$ cat config.mk
export PLATFORM = sky130hd
export DESIGN_NAME = tof_zone_reduce_threshold_unit
export DESIGN_NICKNAME = d
export VERILOG_FILES = /design/src/rtl/core/tzr_pkg.sv /design/src/rtl/core/tzr_area_mem.sv /design/src/rtl/core/tzr_div.sv /design/src/rtl/core/tof_zone_reduce_threshold_unit.sv
export SDC_FILE = /design/constraint.sdc
export NUM_CORES = 2
export LEC_CHECK = 0
export ABC_AREA = 1
export BUFFER_PORTS_ARGS = -buffer_cell sky130_fd_sc_hd__buf_2
export CORE_MARGIN = 5
export CORE_UTILIZATION = 60
export CTS_CLUSTER_SIZE = 25
export DETAILED_ROUTE_END_ITERATION = 12
export HOLD_SLACK_MARGIN = 0.12
export PLACE_DENSITY_LB_ADDON = 0.05
export SYNTH_ARGS = -nofsm -noshare
export SYNTH_HDL_FRONTEND = slang
export SYNTH_SLANG_ARGS = --single-unit
$ cat constraint.sdc
create_clock -name clk -period 8.09 [get_ports clk]
set_input_delay 1.618 -clock clk [delete_from_list [all_inputs] [get_ports clk]]
set_output_delay 1.618 -clock clk [all_outputs]
set_load 0.05 [all_outputs]
$ cat src/rtl/core/tzr_pkg.sv
`timescale 1ns / 1ps
`default_nettype none

package tzr_pkg;

    localparam int ZONE_W  = 6;
    localparam int DIST_W  = 16;
    localparam int SUM_W   = 23;
    localparam int COUNT_W = 7;
    localparam int RUN_W   = 16;
    localparam int MEM_DEPTH = 64;

    localparam logic [COUNT_W-1:0] COUNT_MAX = 7'd127;
    localparam logic [RUN_W-1:0]   RUN_MAX   = 16'hFFFF;

    localparam logic [DIST_W-1:0] MIN_INIT = 16'h7FFF;
    localparam logic [DIST_W-1:0] MAX_INIT = 16'h8000;
    localparam logic [DIST_W-1:0] INVALID_VALUE = 16'hFFFF;

    localparam logic [7:0] STATUS_VALID_A = 8'd5;
    localparam logic [7:0] STATUS_VALID_B = 8'd9;

    localparam logic [1:0] REG_AREA_MODE = 2'd0;
    localparam logic [1:0] REG_THRESHOLD = 2'd1;
    localparam logic [1:0] REG_HOLD      = 2'd2;

    typedef enum logic [1:0] {
        KIND_FULL   = 2'd0,
        KIND_COLUMN = 2'd1,
        KIND_ROW    = 2'd2,
        KIND_POINT  = 2'd3
    } area_kind_t;

    typedef enum logic [1:0] {
        SEL_MIN  = 2'd0,
        SEL_MAX  = 2'd1,
        SEL_MEAN = 2'd2,
        SEL_ALL  = 2'd3
    } area_sel_t;

    typedef enum logic [2:0] {
        ST_IDLE,
        ST_FINISH,
        ST_DIV,
        ST_DUMP,
        ST_DRAIN
    } ctrl_state_t;

endpackage

`default_nettype wire

$ cat src/rtl/core/tzr_area_mem.sv
`timescale 1ns / 1ps
`default_nettype none

module tzr_area_mem (
    input  wire logic                        clk,
    input  wire logic                        wr_en,
    input  wire logic [tzr_pkg::ZONE_W-1:0]  wr_addr,
    input  wire logic [tzr_pkg::DIST_W-1:0]  wr_data,
    input  wire logic                        rd_en,
    input  wire logic [tzr_pkg::ZONE_W-1:0]  rd_addr,
    output logic      [tzr_pkg::DIST_W-1:0]  rd_data
);

    logic [tzr_pkg::DIST_W-1:0] mem [tzr_pkg::MEM_DEPTH];

    always_ff @(posedge clk)
    begin
        if (wr_en)
        begin
            mem[wr_addr] <= wr_data;
        end
    end

    always_ff @(posedge clk)
    begin
        if (rd_en)
        begin
            rd_data <= mem[rd_addr];
        end
    end

endmodule

`default_nettype wire

$ cat src/rtl/core/tzr_div.sv
`timescale 1ns / 1ps
`default_nettype none

module tzr_div (
    input  wire logic                                clk,
    input  wire logic                                rst_n,
    input  wire logic                                start,
    input  wire logic signed [tzr_pkg::SUM_W-1:0]    dividend,
    input  wire logic        [tzr_pkg::COUNT_W-1:0]  divisor,
    output logic                                     done,
    output logic signed      [tzr_pkg::DIST_W-1:0]   quotient
);

    localparam int MAG_W = tzr_pkg::SUM_W - 1;
    localparam int CNT_W = $clog2(MAG_W);

    logic                       run_reg, run_next;
    logic [CNT_W-1:0]           cnt_reg, cnt_next;
    logic [tzr_pkg::COUNT_W:0]  rem_reg, rem_next;
    logic [MAG_W-1:0]           q_reg, q_next;
    logic [tzr_pkg::COUNT_W-1:0] div_reg, div_next;
    logic                       neg_reg, neg_next;
    logic                       done_reg, done_next;
    logic [tzr_pkg::SUM_W-1:0]  mag;
    logic [tzr_pkg::COUNT_W:0]  trial;
    logic                       ge;

    always_comb
    begin
        mag      = dividend[tzr_pkg::SUM_W-1] ? -dividend : dividend;
        trial    = {rem_reg[tzr_pkg::COUNT_W-1:0], q_reg[MAG_W-1]};
        ge       = trial >= {1'b0, div_reg};
        run_next = run_reg;
        cnt_next = cnt_reg;
        rem_next = rem_reg;
        q_next   = q_reg;
        div_next = div_reg;
        neg_next = neg_reg;
        done_next = 1'b0;
        if (start)
        begin
            run_next = 1'b1;
            cnt_next = '0;
            rem_next = '0;
            q_next   = mag[MAG_W-1:0];
            div_next = divisor;
            neg_next = dividend[tzr_pkg::SUM_W-1];
        end
        else if (run_reg)
        begin
            rem_next = ge ? trial - {1'b0, div_reg} : trial;
            q_next   = {q_reg[MAG_W-2:0], ge};
            cnt_next = cnt_reg + 1'b1;
            if (cnt_reg == CNT_W'(MAG_W - 1))
            begin
                run_next  = 1'b0;
                done_next = 1'b1;
            end
        end
    end

    always_ff @(posedge clk or negedge rst_n)
    begin
        if (!rst_n)
        begin
            run_reg  <= 1'b0;
            done_reg <= 1'b0;
            cnt_reg  <= '0;
        end
        else
        begin
            run_reg  <= run_next;
            done_reg <= done_next;
            cnt_reg  <= cnt_next;
        end
    end

    always_ff @(posedge clk)
    begin
        rem_reg <= rem_next;
        q_reg   <= q_next;
        div_reg <= div_next;
        neg_reg <= neg_next;
    end

    assign done     = done_reg;
    assign quotient = neg_reg ? -q_reg[tzr_pkg::DIST_W-1:0] : q_reg[tzr_pkg::DIST_W-1:0];

endmodule

`default_nettype wire

$ cat src/rtl/core/tof_zone_reduce_threshold_unit.sv
// One zone item per cycle while busy is low; an item without frame end leaves busy low.
// Frame end: min, max or no-valid result is registered from the finish state and strobed,
// busy holding off items in that state; mean is strobed once the bit-serial divider has
// done its 22 steps, busy until then; an area list of N elements is strobed one per cycle,
// busy through dump and drain. Results are strobed once; the receiver cannot stall.
// Reset clears control, statistics, detector and registers; area store is not cleared.
`timescale 1ns / 1ps
`default_nettype none

module tof_zone_reduce_threshold_unit #(
    parameter int MATRIX_WIDTH = 8
) (
    input  wire logic               clk,
    input  wire logic               rst_n,
    input  wire logic               start,
    output logic                    busy,
    input  wire logic signed [15:0] distance,
    input  wire logic        [7:0]  target_status,
    input  wire logic        [5:0]  zone_index,
    input  wire logic               frame_last,
    input  wire logic               cfg_valid,
    output logic                    cfg_ready,
    input  wire logic        [1:0]  cfg_index,
    input  wire logic        [15:0] cfg_data,
    output logic                    result_strobe,
    output logic signed      [15:0] result_value,
    output logic             [5:0]  element_index,
    output logic                    last_result,
    output logic                    below_threshold,
    output logic                    threshold_event,
    output logic                    result_status
);

    localparam logic [3:0] MW_C   = 4'(MATRIX_WIDTH);
    localparam logic [2:0] MAX_C  = 3'(MATRIX_WIDTH - 1);
    localparam logic [6:0] ZONES  = 7'(MATRIX_WIDTH * MATRIX_WIDTH);
    localparam logic [5:0] ROW_STEP = 6'(MATRIX_WIDTH);

    tzr_pkg::ctrl_state_t state_reg, state_next;

    logic [7:0]  area_mode_reg;
    logic [15:0] threshold_reg;
    logic [15:0] hold_reg;

    logic [tzr_pkg::COUNT_W-1:0]      count_reg;
    logic signed [tzr_pkg::SUM_W-1:0] sum_reg;
    logic signed [15:0]               min_reg, max_reg;

    logic                    prev_cmp_reg;
    logic [tzr_pkg::RUN_W-1:0] run_reg;
    logic                    below_reg;

    logic [2:0] dx_reg, dy_reg;
    logic [5:0] base_reg, n_reg;
    logic       p_valid_reg, p_last_reg;
    logic [5:0] p_idx_reg;

    logic signed [15:0] out_value_reg;
    logic [5:0]  out_idx_reg;
    logic        out_strobe_reg, out_last_reg, out_below_reg, out_event_reg, out_err_reg;

    tzr_pkg::area_kind_t kind;
    tzr_pkg::area_sel_t  sel;
    logic [2:0] x0, x1, y0, y1;
    logic       area_empty, one_elem;

    logic [2:0] zx, zy;
    logic [5:0] zbase;
    logic       in_area, status_ok, accept;

    logic [15:0] rd_data;
    logic        div_done;
    logic signed [15:0] div_q;

    logic        emit, emit_last, emit_err, det_en, div_start, dump_init, fin_err;
    logic signed [15:0] emit_value;
    logic [5:0]  emit_idx;

    logic        cur_cmp, det_event, below_upd;
    logic [tzr_pkg::RUN_W-1:0] run_upd;

    // area decode
    always_comb
    begin
        kind = tzr_pkg::area_kind_t'(area_mode_reg[7:6]);
        sel  = tzr_pkg::area_sel_t'(area_mode_reg[5:4]);
        x0 = '0;
        x1 = MAX_C;
        y0 = '0;
        y1 = MAX_C;
        unique case (kind)
            tzr_pkg::KIND_FULL:
            begin
            end
            tzr_pkg::KIND_COLUMN:
            begin
                x0 = area_mode_reg[2:0];
                x1 = area_mode_reg[2:0];
            end
            tzr_pkg::KIND_ROW:
            begin
                y0 = area_mode_reg[2:0];
                y1 = area_mode_reg[2:0];
            end
            tzr_pkg::KIND_POINT:
            begin
                x0  = area_mode_reg[2:0];
                x1  = area_mode_reg[2:0];
                y0  = area_mode_reg[5:3];
                y1  = area_mode_reg[5:3];
                sel = tzr_pkg::SEL_MIN;
            end
            default:
            begin
            end
        endcase
        area_empty = ({1'b0, x0} >= MW_C) || ({1'b0, y0} >= MW_C);
        one_elem   = (x0 == x1) && (y0 == y1);
    end

    // split zone index into column and row
    always_comb
    begin
        zy    = '0;
        zbase = '0;
        for (int k = 1; k < MATRIX_WIDTH; k++)
        begin
            if (zone_index >= 6'(k * MATRIX_WIDTH))
            begin
                zy    = 3'(k);
                zbase = 6'(k * MATRIX_WIDTH);
            end
        end
        zx = 3'(zone_index - zbase);
        in_area = ({1'b0, zone_index} < ZONES) && !area_empty
                  && (zx >= x0) && (zx <= x1) && (zy >= y0) && (zy <= y1);
        status_ok = (target_status == tzr_pkg::STATUS_VALID_A)
                    || (target_status == tzr_pkg::STATUS_VALID_B);
    end

    assign busy      = (state_reg != tzr_pkg::ST_IDLE);
    assign accept    = start && !busy;
    assign cfg_ready = !busy;
    assign fin_err   = (count_reg == '0) || area_empty;

    tzr_area_mem u_mem (
        .clk     (clk),
        .wr_en   (accept && in_area),
        .wr_addr (zone_index),
        .wr_data (status_ok ? distance : tzr_pkg::INVALID_VALUE),
        .rd_en   (state_reg == tzr_pkg::ST_DUMP),
        .rd_addr (base_reg + {3'b000, dx_reg}),
        .rd_data (rd_data)
    );

    tzr_div u_div (
        .clk      (clk),
        .rst_n    (rst_n),
        .start    (div_start),
        .dividend (sum_reg),
        .divisor  (count_reg),
        .done     (div_done),
        .quotient (div_q)
    );

    // next state
    always_comb
    begin
        state_next = state_reg;
        unique case (state_reg)
            tzr_pkg::ST_IDLE:
            begin
                if (accept && frame_last)
                begin
                    state_next = tzr_pkg::ST_FINISH;
                end
            end
            tzr_pkg::ST_FINISH:
            begin
                if (fin_err)
                begin
                    state_next = tzr_pkg::ST_IDLE;
                end
                else if (sel == tzr_pkg::SEL_ALL)
                begin
                    state_next = tzr_pkg::ST_DUMP;
                end
                else if (sel == tzr_pkg::SEL_MEAN)
                begin
                    state_next = tzr_pkg::ST_DIV;
                end
                else
                begin
                    state_next = tzr_pkg::ST_IDLE;
                end
            end
            tzr_pkg::ST_DIV:
            begin
                if (div_done)
                begin
                    state_next = tzr_pkg::ST_IDLE;
                end
            end
            tzr_pkg::ST_DUMP:
            begin
                if ((dx_reg == x1) && (dy_reg == y1))
                begin
                    state_next = tzr_pkg::ST_DRAIN;
                end
            end
            tzr_pkg::ST_DRAIN:
            begin
                state_next = tzr_pkg::ST_IDLE;
            end
            default:
            begin
                state_next = tzr_pkg::ST_IDLE;
            end
        endcase
    end

    // outputs of the sequencer
    always_comb
    begin
        emit       = 1'b0;
        emit_value = '0;
        emit_idx   = '0;
        emit_last  = 1'b1;
        emit_err   = 1'b0;
        det_en     = 1'b0;
        div_start  = 1'b0;
        dump_init  = 1'b0;
        unique case (state_reg) inside
            tzr_pkg::ST_FINISH:
            begin
                if (fin_err)
                begin
                    emit     = 1'b1;
                    emit_err = 1'b1;
                end
                else if (sel == tzr_pkg::SEL_ALL)
                begin
                    dump_init = 1'b1;
                end
                else if (sel == tzr_pkg::SEL_MEAN)
                begin
                    div_start = 1'b1;
                end
                else
                begin
                    emit       = 1'b1;
                    det_en     = 1'b1;
                    emit_value = (sel == tzr_pkg::SEL_MIN) ? min_reg : max_reg;
                end
            end
            tzr_pkg::ST_DIV:
            begin
                if (div_done)
                begin
                    emit       = 1'b1;
                    det_en     = 1'b1;
                    emit_value = div_q;
                end
            end
            tzr_pkg::ST_IDLE, tzr_pkg::ST_DUMP, tzr_pkg::ST_DRAIN:
            begin
                if (p_valid_reg)
                begin
                    emit       = 1'b1;
                    det_en     = one_elem;
                    emit_value = rd_data;
                    emit_idx   = p_idx_reg;
                    emit_last  = p_last_reg;
                end
            end
            default:
            begin
            end
        endcase
    end

    // debounced threshold detector
    always_comb
    begin
        cur_cmp = $signed({emit_value[15], emit_value}) < $signed({1'b0, threshold_reg});
        if (cur_cmp == prev_cmp_reg)
        begin
            run_upd = (run_reg == tzr_pkg::RUN_MAX) ? run_reg : run_reg + 1'b1;
        end
        else
        begin
            run_upd = '0;
        end
        det_event = det_en && (run_upd >= hold_reg) && (below_reg != cur_cmp);
        below_upd = det_event ? cur_cmp : below_reg;
    end

    always_ff @(posedge clk or negedge rst_n)
    begin
        if (!rst_n)
        begin
            state_reg      <= tzr_pkg::ST_IDLE;
            area_mode_reg  <= '0;
            threshold_reg  <= '0;
            hold_reg       <= '0;
            count_reg      <= '0;
            sum_reg        <= '0;
            min_reg        <= tzr_pkg::MIN_INIT;
            max_reg        <= tzr_pkg::MAX_INIT;
            prev_cmp_reg   <= 1'b0;
            run_reg        <= '0;
            below_reg      <= 1'b0;
            p_valid_reg    <= 1'b0;
            out_strobe_reg <= 1'b0;
        end
        else
        begin
            state_reg <= state_next;

            if (cfg_valid && cfg_ready)
            begin
                unique case (cfg_index)
                    tzr_pkg::REG_AREA_MODE: area_mode_reg <= cfg_data[7:0];
                    tzr_pkg::REG_THRESHOLD: threshold_reg <= cfg_data;
                    tzr_pkg::REG_HOLD:      hold_reg      <= cfg_data;
                    default:
                    begin
                    end
                endcase
            end

            if (state_reg == tzr_pkg::ST_FINISH)
            begin
                count_reg <= '0;
                sum_reg   <= '0;
                min_reg   <= tzr_pkg::MIN_INIT;
                max_reg   <= tzr_pkg::MAX_INIT;
            end
            else if (accept && in_area && status_ok)
            begin
                if (count_reg < tzr_pkg::COUNT_MAX)
                begin
                    count_reg <= count_reg + 1'b1;
                    sum_reg   <= sum_reg + {{(tzr_pkg::SUM_W-16){distance[15]}}, distance};
                end
                if (distance < min_reg)
                begin
                    min_reg <= distance;
                end
                if (distance > max_reg)
                begin
                    max_reg <= distance;
                end
            end

            if (det_en)
            begin
                prev_cmp_reg <= cur_cmp;
                run_reg      <= run_upd;
                below_reg    <= below_upd;
            end

            p_valid_reg    <= (state_reg == tzr_pkg::ST_DUMP);
            out_strobe_reg <= emit;
        end
    end

    // area list walk
    always_ff @(posedge clk)
    begin
        if (dump_init)
        begin
            dx_reg   <= x0;
            dy_reg   <= y0;
            base_reg <= 6'(y0 * MATRIX_WIDTH);
            n_reg    <= '0;
        end
        else if (state_reg == tzr_pkg::ST_DUMP)
        begin
            n_reg <= n_reg + 1'b1;
            if (dx_reg == x1)
            begin
                dx_reg   <= x0;
                dy_reg   <= dy_reg + 1'b1;
                base_reg <= base_reg + ROW_STEP;
            end
            else
            begin
                dx_reg <= dx_reg + 1'b1;
            end
        end
        p_idx_reg  <= n_reg;
        p_last_reg <= (dx_reg == x1) && (dy_reg == y1);

        if (emit)
        begin
            out_value_reg <= emit_value;
            out_idx_reg   <= emit_idx;
            out_last_reg  <= emit_last;
            out_err_reg   <= emit_err;
            out_event_reg <= det_event;
            out_below_reg <= below_upd;
        end
    end

    assign result_strobe   = out_strobe_reg;
    assign result_value    = out_value_reg;
    assign element_index   = out_idx_reg;
    assign last_result     = out_last_reg;
    assign below_threshold = out_below_reg;
    assign threshold_event = out_event_reg;
    assign result_status   = out_err_reg;

endmodule

`default_nettype wire

Word-level counts from Yosys, hierarchy flattened. Memories as Yosys holds them, arrays and structs flattened. A register that Yosys moved wholly into a read port is not among the register bits. Cells that the tools add are included.

$add $sub $neg: 13. $mul: 0. Divide/modulo/power cells: 0. Order comparisons: 17. Eq/ne operators: 24. Shift-type cells: 0. Multiplexer cells: 89. Bitwise operators: 0. Reductions and logical operators: 38.

Operator list (number): 16-bit 2-to-1 mux (16); 3-bit 2-to-1 mux (25); 23-bit 2-to-1 mux (3); 22-bit 2-to-1 mux (3); 16-bit one-hot mux with 3 select lines (1); 7-bit 2-to-1 mux (4); 1-bit 2-to-1 mux (25); 6-bit >= comparator (second input constant) (4); 23-bit adder (1); 22-bit negator (1); 6-bit 2-to-1 mux (3); 2-bit AND reduction (9); 16-bit by 17-bit < comparator with 1-bit output (1); 16-bit by 1-bit adder with 16-bit output (second input constant) (1); 16-bit == test (second input constant) (1); 16-bit >= comparator (1); 16-bit greater-than comparator (1); 16-bit < comparator (1); 16-bit negator (1); 2-bit nonzero test (7); 3-bit == test (4); 6-bit by 5-bit >= comparator with 1-bit output (second input constant) (2); 1-bit logical AND (12); 3-bit one-hot mux with 2 select lines (2); 38 further kinds (52).

Register bits after elaboration: 220. Bits in latches: 0. RAM bits: 1024. ROM bits: 0. Input bits: 53. Output and inout bits: 29. Logic and storage cells: 215. Memories kept: 1.

Memories: u_mem.mem (words 64, bits a word 16, rd ports 1, clocked after Yosys merged registers in 1, wr ports 1, line tzr_area_mem.sv:14) `logic [tzr_pkg::DIST_W-1:0] mem [tzr_pkg::MEM_DEPTH];`.

Longest topological paths before layout.
Depth in word-level cells: 16. Mapped depth: 35. Depth with buffers taken out: 34.

Cells and area by module. A second synthesis with hierarchy kept.

Cells, all modules: 5273. Area, all modules: 56171.4 um^2.

Modules (own cells, without submodules): tzr_area_mem (times used 1, cells an instance 3517, area each 42259.3 um^2, seq. area each 31230.0 um^2); tof_zone_reduce_threshold_unit (times used 1, cells an instance 1350, area each 10881.7 um^2, seq. area each 4459.3 um^2); tzr_div (times used 1, cells an instance 406, area each 3030.4 um^2, seq. area each 1216.2 um^2).

Least setup slack after synthesis. Ideal clock, no wire load.

Path type: reg2reg. Start point: register u_div.q_reg[0]. End point: register out_below_reg, in the netlist below_threshold, data pin. Setup time: 258 ps. Arrival time: 3947 ps. Data required time: 7832 ps. Path slack: 3886 ps. Stages on the path, launching flop included: 35. Path buffers: 1. Period minus slack after synthesis: 4204 ps. Cells stage by stage: edfxtp_1 -> inv_1 -> ha_1 -> inv_1 -> nor3_1 -> nand2_1 -> nor3_1 -> nor2_1 -> xnor2_1 -> o211ai_1 -> ha_1 -> nand2_1 -> inv_1 -> nand3_1 -> inv_1 -> a21oi_1 -> nand2_1 -> nand2_1 -> nand2_1 -> nand2_2 -> nand2_4 -> nand2_4 -> nand2_8 -> nand2_4 -> buf_12 -> nor2_4 -> ha_1 -> nand2_1 -> o21a_1 -> o221ai_1 -> nand2_1 -> nand3_1 -> nand2_1 -> nor2_1 -> a21oi_1.

Cells in the longest elaborated chain, start to end: 11. Elaborated cells between the ends (all ways): 12. Classes of those cells: add/sub: 1; order compare: 2; eq/ne: 2; mux: 5; reduce/logical: 2.

RTL lines: start: declaration (line tzr_div.sv:20) `logic [MAG_W-1:0] q_reg, q_next;`; start signal: assignment (line tzr_div.sv:81) `q_reg <= q_next;`; 16-bit negator (line tzr_div.sv:87) `assign quotient = neg_reg ? -q_reg[tzr_pkg::DIST_W-1:0] : q_reg[tzr_pkg::DIST_W-1:0];`; 16-bit 2-to-1 mux (line tzr_div.sv:87); 16-bit 2-to-1 mux (line tof_zone_reduce_threshold_unit.sv:258) `if (div_done)`; 16-bit one-hot mux with 3 select lines (line tof_zone_reduce_threshold_unit.sv:233) `unique case (state_reg) inside`; net emit_value[8] (line tof_zone_reduce_threshold_unit.sv:76) `logic signed [15:0] emit_value;`; 16-bit by 17-bit < comparator with 1-bit output (line tof_zone_reduce_threshold_unit.sv:285) `cur_cmp = $signed({emit_value[15], emit_value}) < $signed({1'b0, threshold_reg});`; 1-bit == test (line tof_zone_reduce_threshold_unit.sv:286) `if (cur_cmp == prev_cmp_reg)`; 16-bit 2-to-1 mux (line tof_zone_reduce_threshold_unit.sv:286); net run_upd (one bit) (line tof_zone_reduce_threshold_unit.sv:80) `logic [tzr_pkg::RUN_W-1:0] run_upd;`; 16-bit >= comparator (line tof_zone_reduce_threshold_unit.sv:294) `det_event = det_en && (run_upd >= hold_reg) && (below_reg != cur_cmp);`; 1-bit logical AND (2 in series) (line tof_zone_reduce_threshold_unit.sv:294); 1-bit 2-to-1 mux (line tof_zone_reduce_threshold_unit.sv:295) `below_upd = det_event ? cur_cmp : below_reg;`; net below_upd (line tof_zone_reduce_threshold_unit.sv:79) `logic cur_cmp, det_event, below_upd;`; end signal: assignment (line tof_zone_reduce_threshold_unit.sv:402) `out_below_reg <= below_upd;`; end: declaration (line tof_zone_reduce_threshold_unit.sv:60) `logic out_strobe_reg, out_last_reg, out_below_reg, out_event_reg, out_err_reg;`.

The timed path passes the listed nets, and every way through them passes these cells. A chain may end at the register's enable or synchronous reset.

Final worst setup path. Ends and elaborated chain as after synthesis.

==> reports/results.tsv <==
metric	value	unit
cp-startpoint	u_div.q_reg[0]$_DFFE_PP_	
synth_area_per_cell	11.5	um^2
io_pins	82	
cts.sinks	1257	
async_flop_share	10.5	%
grt_setup_unrepaired	false	
grt_pass1_wl	221000	um
final_nets	4947	
place.gp.congestion	0.900	
critPathMaxFanout	18	
fin_setup_tns	0	ps
r2r_start	u_div.q_reg[0]$_DFFE_PP_	
drv_slew	0	
numCtsBuffers	131	
hold_viol	0	
synth_cell_types	63	
cts_tree	done	
end_kind	register	
cpPeakStageDelay	420	ps
routed_wl	149000	um
post_dp_cell_area	56100	um^2
ctsLongestPathBuffers	3	
place_hpwl	88100	um
synth_enable_flop_cells	1105	
mostFrequentLayoutCell	edfxtp_1	
rr_worst_depth	33	
fmax	0.200	GHz
ys.flop_type	edfxtp_1	
cts_hold_buffers	0	
die_area	96700	um^2
grt_overflow	0	
grt_max_degree	194	
arrival	5490	ps
min_path_type	reg -> reg	
wl_per_cell	24.6	um
ys_warn_count	0	
grtUsageTotal	30.0	%
p_leak	24.1	nW
drtIter0Drc	4887	
grt_pass1_vias	35200	
drive_gt1_share	9.45	%
min_delay_path_depth	0	
start_kind	register	
portBuffers	81	
dr.pass1.iters	6	
die_w	311	um
ys_ff_latch	1257	
cap_violations	0	
finalCriticalPeriod	5010	ps
drc	0	
tightest_slew	1180	ps
die_h	311	um
cts-root-buf	clkbuf_16	
largest_reg_flops	1024	
worstHoldStart	n_reg[5]$_SDFFE_PP0P_	
syn-num-nets	4881	
crit_type	reg -> reg	
crit_path_frequent_cell	nand2_1	
core-area	90000	um^2
ant_nets	0	
fin_crit_sh	61.9	%
finalSetupViolCount	0	
power_density	213	nW/um^2
final_cell_mix	edfxtp_1, nor2_1, o21ai_0, nand2_1, o22ai_1	
slowest_stage	edfxtp_1	
worstSkewPairLatency	750	ps
stdcell_area	60100	um^2
peakVddDrop	0.225	mV
area_delta_synth_final	10.6	%
ys_seq_area_share	67.9	%
clkTransAtPathRegs	60	ps
htreeDepth	4	
cts.repair.resized	0	
status	complete, no violations	
skew	23.2	ps
syn_area	54400	um^2
required	8560	ps
postCtsSetupBuffers	0	
initial_core_util	60.4	%
via_count	37900	
power.total	12.8	mW
antenna_found_initial	1	
syn_inst	4713	
avgViaCountPerCell	6.27	
slew_headroom	20.3	%
core.rowCount	110	
[final timing paths]
path,end,slack [ps]
max,below_threshold$_DFFE_PP_,3080
min in group asynchronous,u_div.cnt_reg[0]$_DFFE_PN0P_,870
min,p_idx_reg[5]$_DFF_P_,360
min reg2reg,p_idx_reg[5]$_DFF_P_,360
max in group asynchronous,run_reg[15]$_DFFE_PN0P_,5800
max reg2reg,below_threshold$_DFFE_PP_,3080
[worst max-delay path, delay by kind of cell, from the launching register on]
family | cells | cell delay (ps)
AND/OR/NAND/NOR | 22 | 2820
buffers and inverters | 4 | 270
XOR/XNOR | 1 | 170
flip-flops | 1 | 420
adder cells (fa/ha/maj) | 3 | 780
AO/OA/AOI/OAI | 3 | 270
[cells by family (layout without fill, tap and decap cells)]
kind of cell	Yosys count	in the layout	synth area share, %
AND/OR/NAND/NOR	1426	1426	10.8
AO/OA/AOI/OAI	1317	1317	13.6
flip-flops	1257	1257	67.9
buffers and inverters	527	691	3.84
adder cells (fa/ha/maj)	115	115	2.67
XOR/XNOR	66	66	1.06
multiplexers	5	5	0.104
other	0	1	0
[power breakdown]
| part | internal [mW] | leakage (nW) | switching [mW] |
|---|---|---|---|
| Sequential | 6.97 | 14.3 | 0.00316 |
| Combinational | 0.0470 | 7.82 | 0.118 |
| Clock | 3.22 | 1.95 | 2.44 |
| Total | 10.2 | 24.1 | 2.57 |
[stage by stage]
stage / setup slack [ps] / hold WS [ps] / util [%] / std cells
6_report: 3080 / 357 / 66.8 / 6054
5_1_grt: 2560 / 368 / 66.8 / 6053
4_1_cts: 3110 / 358 / 66.8 / 6053
3_5_place_dp: 2800 / 348 / 62.4 / 5822
3_3_place_gp: 2850 / 344 / 62.4 / 5822
2_1_floorplan: 3890 / 331 / - / 4713
[layer usage]
metal	vias to the layer above	track usage [%]	part of all wire [%]
met5	-	0	0.0087
met4	2	10.9	3.9
met3	276	5.39	9.7
met2	1891	46.1	45
met1	18600	43.8	41
li1	17200	-	-
[layout make-up]
class	count	area, um^2
timing repair buffer	195	1340
sequential	1257	36900
inverter	265	1010
tap	1176	1470
antenna	1	2.50
fill	6834	29900
clock inverter	54	359
multi-input combinational	2929	15400
clock buffer	177	3640
[Yosys cell counts (4+ instances only)]
cell         n  share of area, %
buf_1        6             0.041
o21ai_0    763               7.0
buf_4        4             0.055
nor2_4      14              0.29
o221ai_1    37              0.60
nand2_4      5              0.10
or2_2        5             0.058
dfstp_2     16              0.77
a21oi_1     94              0.87
o22ai_1    307               3.5
xnor2_1     18              0.29
dfrtp_1    116               5.3
inv_1      248               1.7
nand2_2      8             0.092
nor2_1     818               5.6
dfxtp_1     20              0.74
a31oi_1      5             0.058
xor2_1      48              0.77
o21bai_1     9              0.12
clkbuf_1   194               1.3
o32ai_1     10              0.16
nand4_1     28              0.32
o211ai_1    53              0.73
o311ai_0     5             0.081
mux2_2       5              0.10
nand2_1    414               2.9
inv_2       13             0.090
o31ai_1      4             0.055
buf_2       56              0.52
edfxtp_1  1105                61
nor4_1       8             0.092
o21ai_1     13              0.12
nor3_1      26              0.24
nand3_1     85              0.78
ha_1       113               2.6
(Power assumes the default switching activity.)
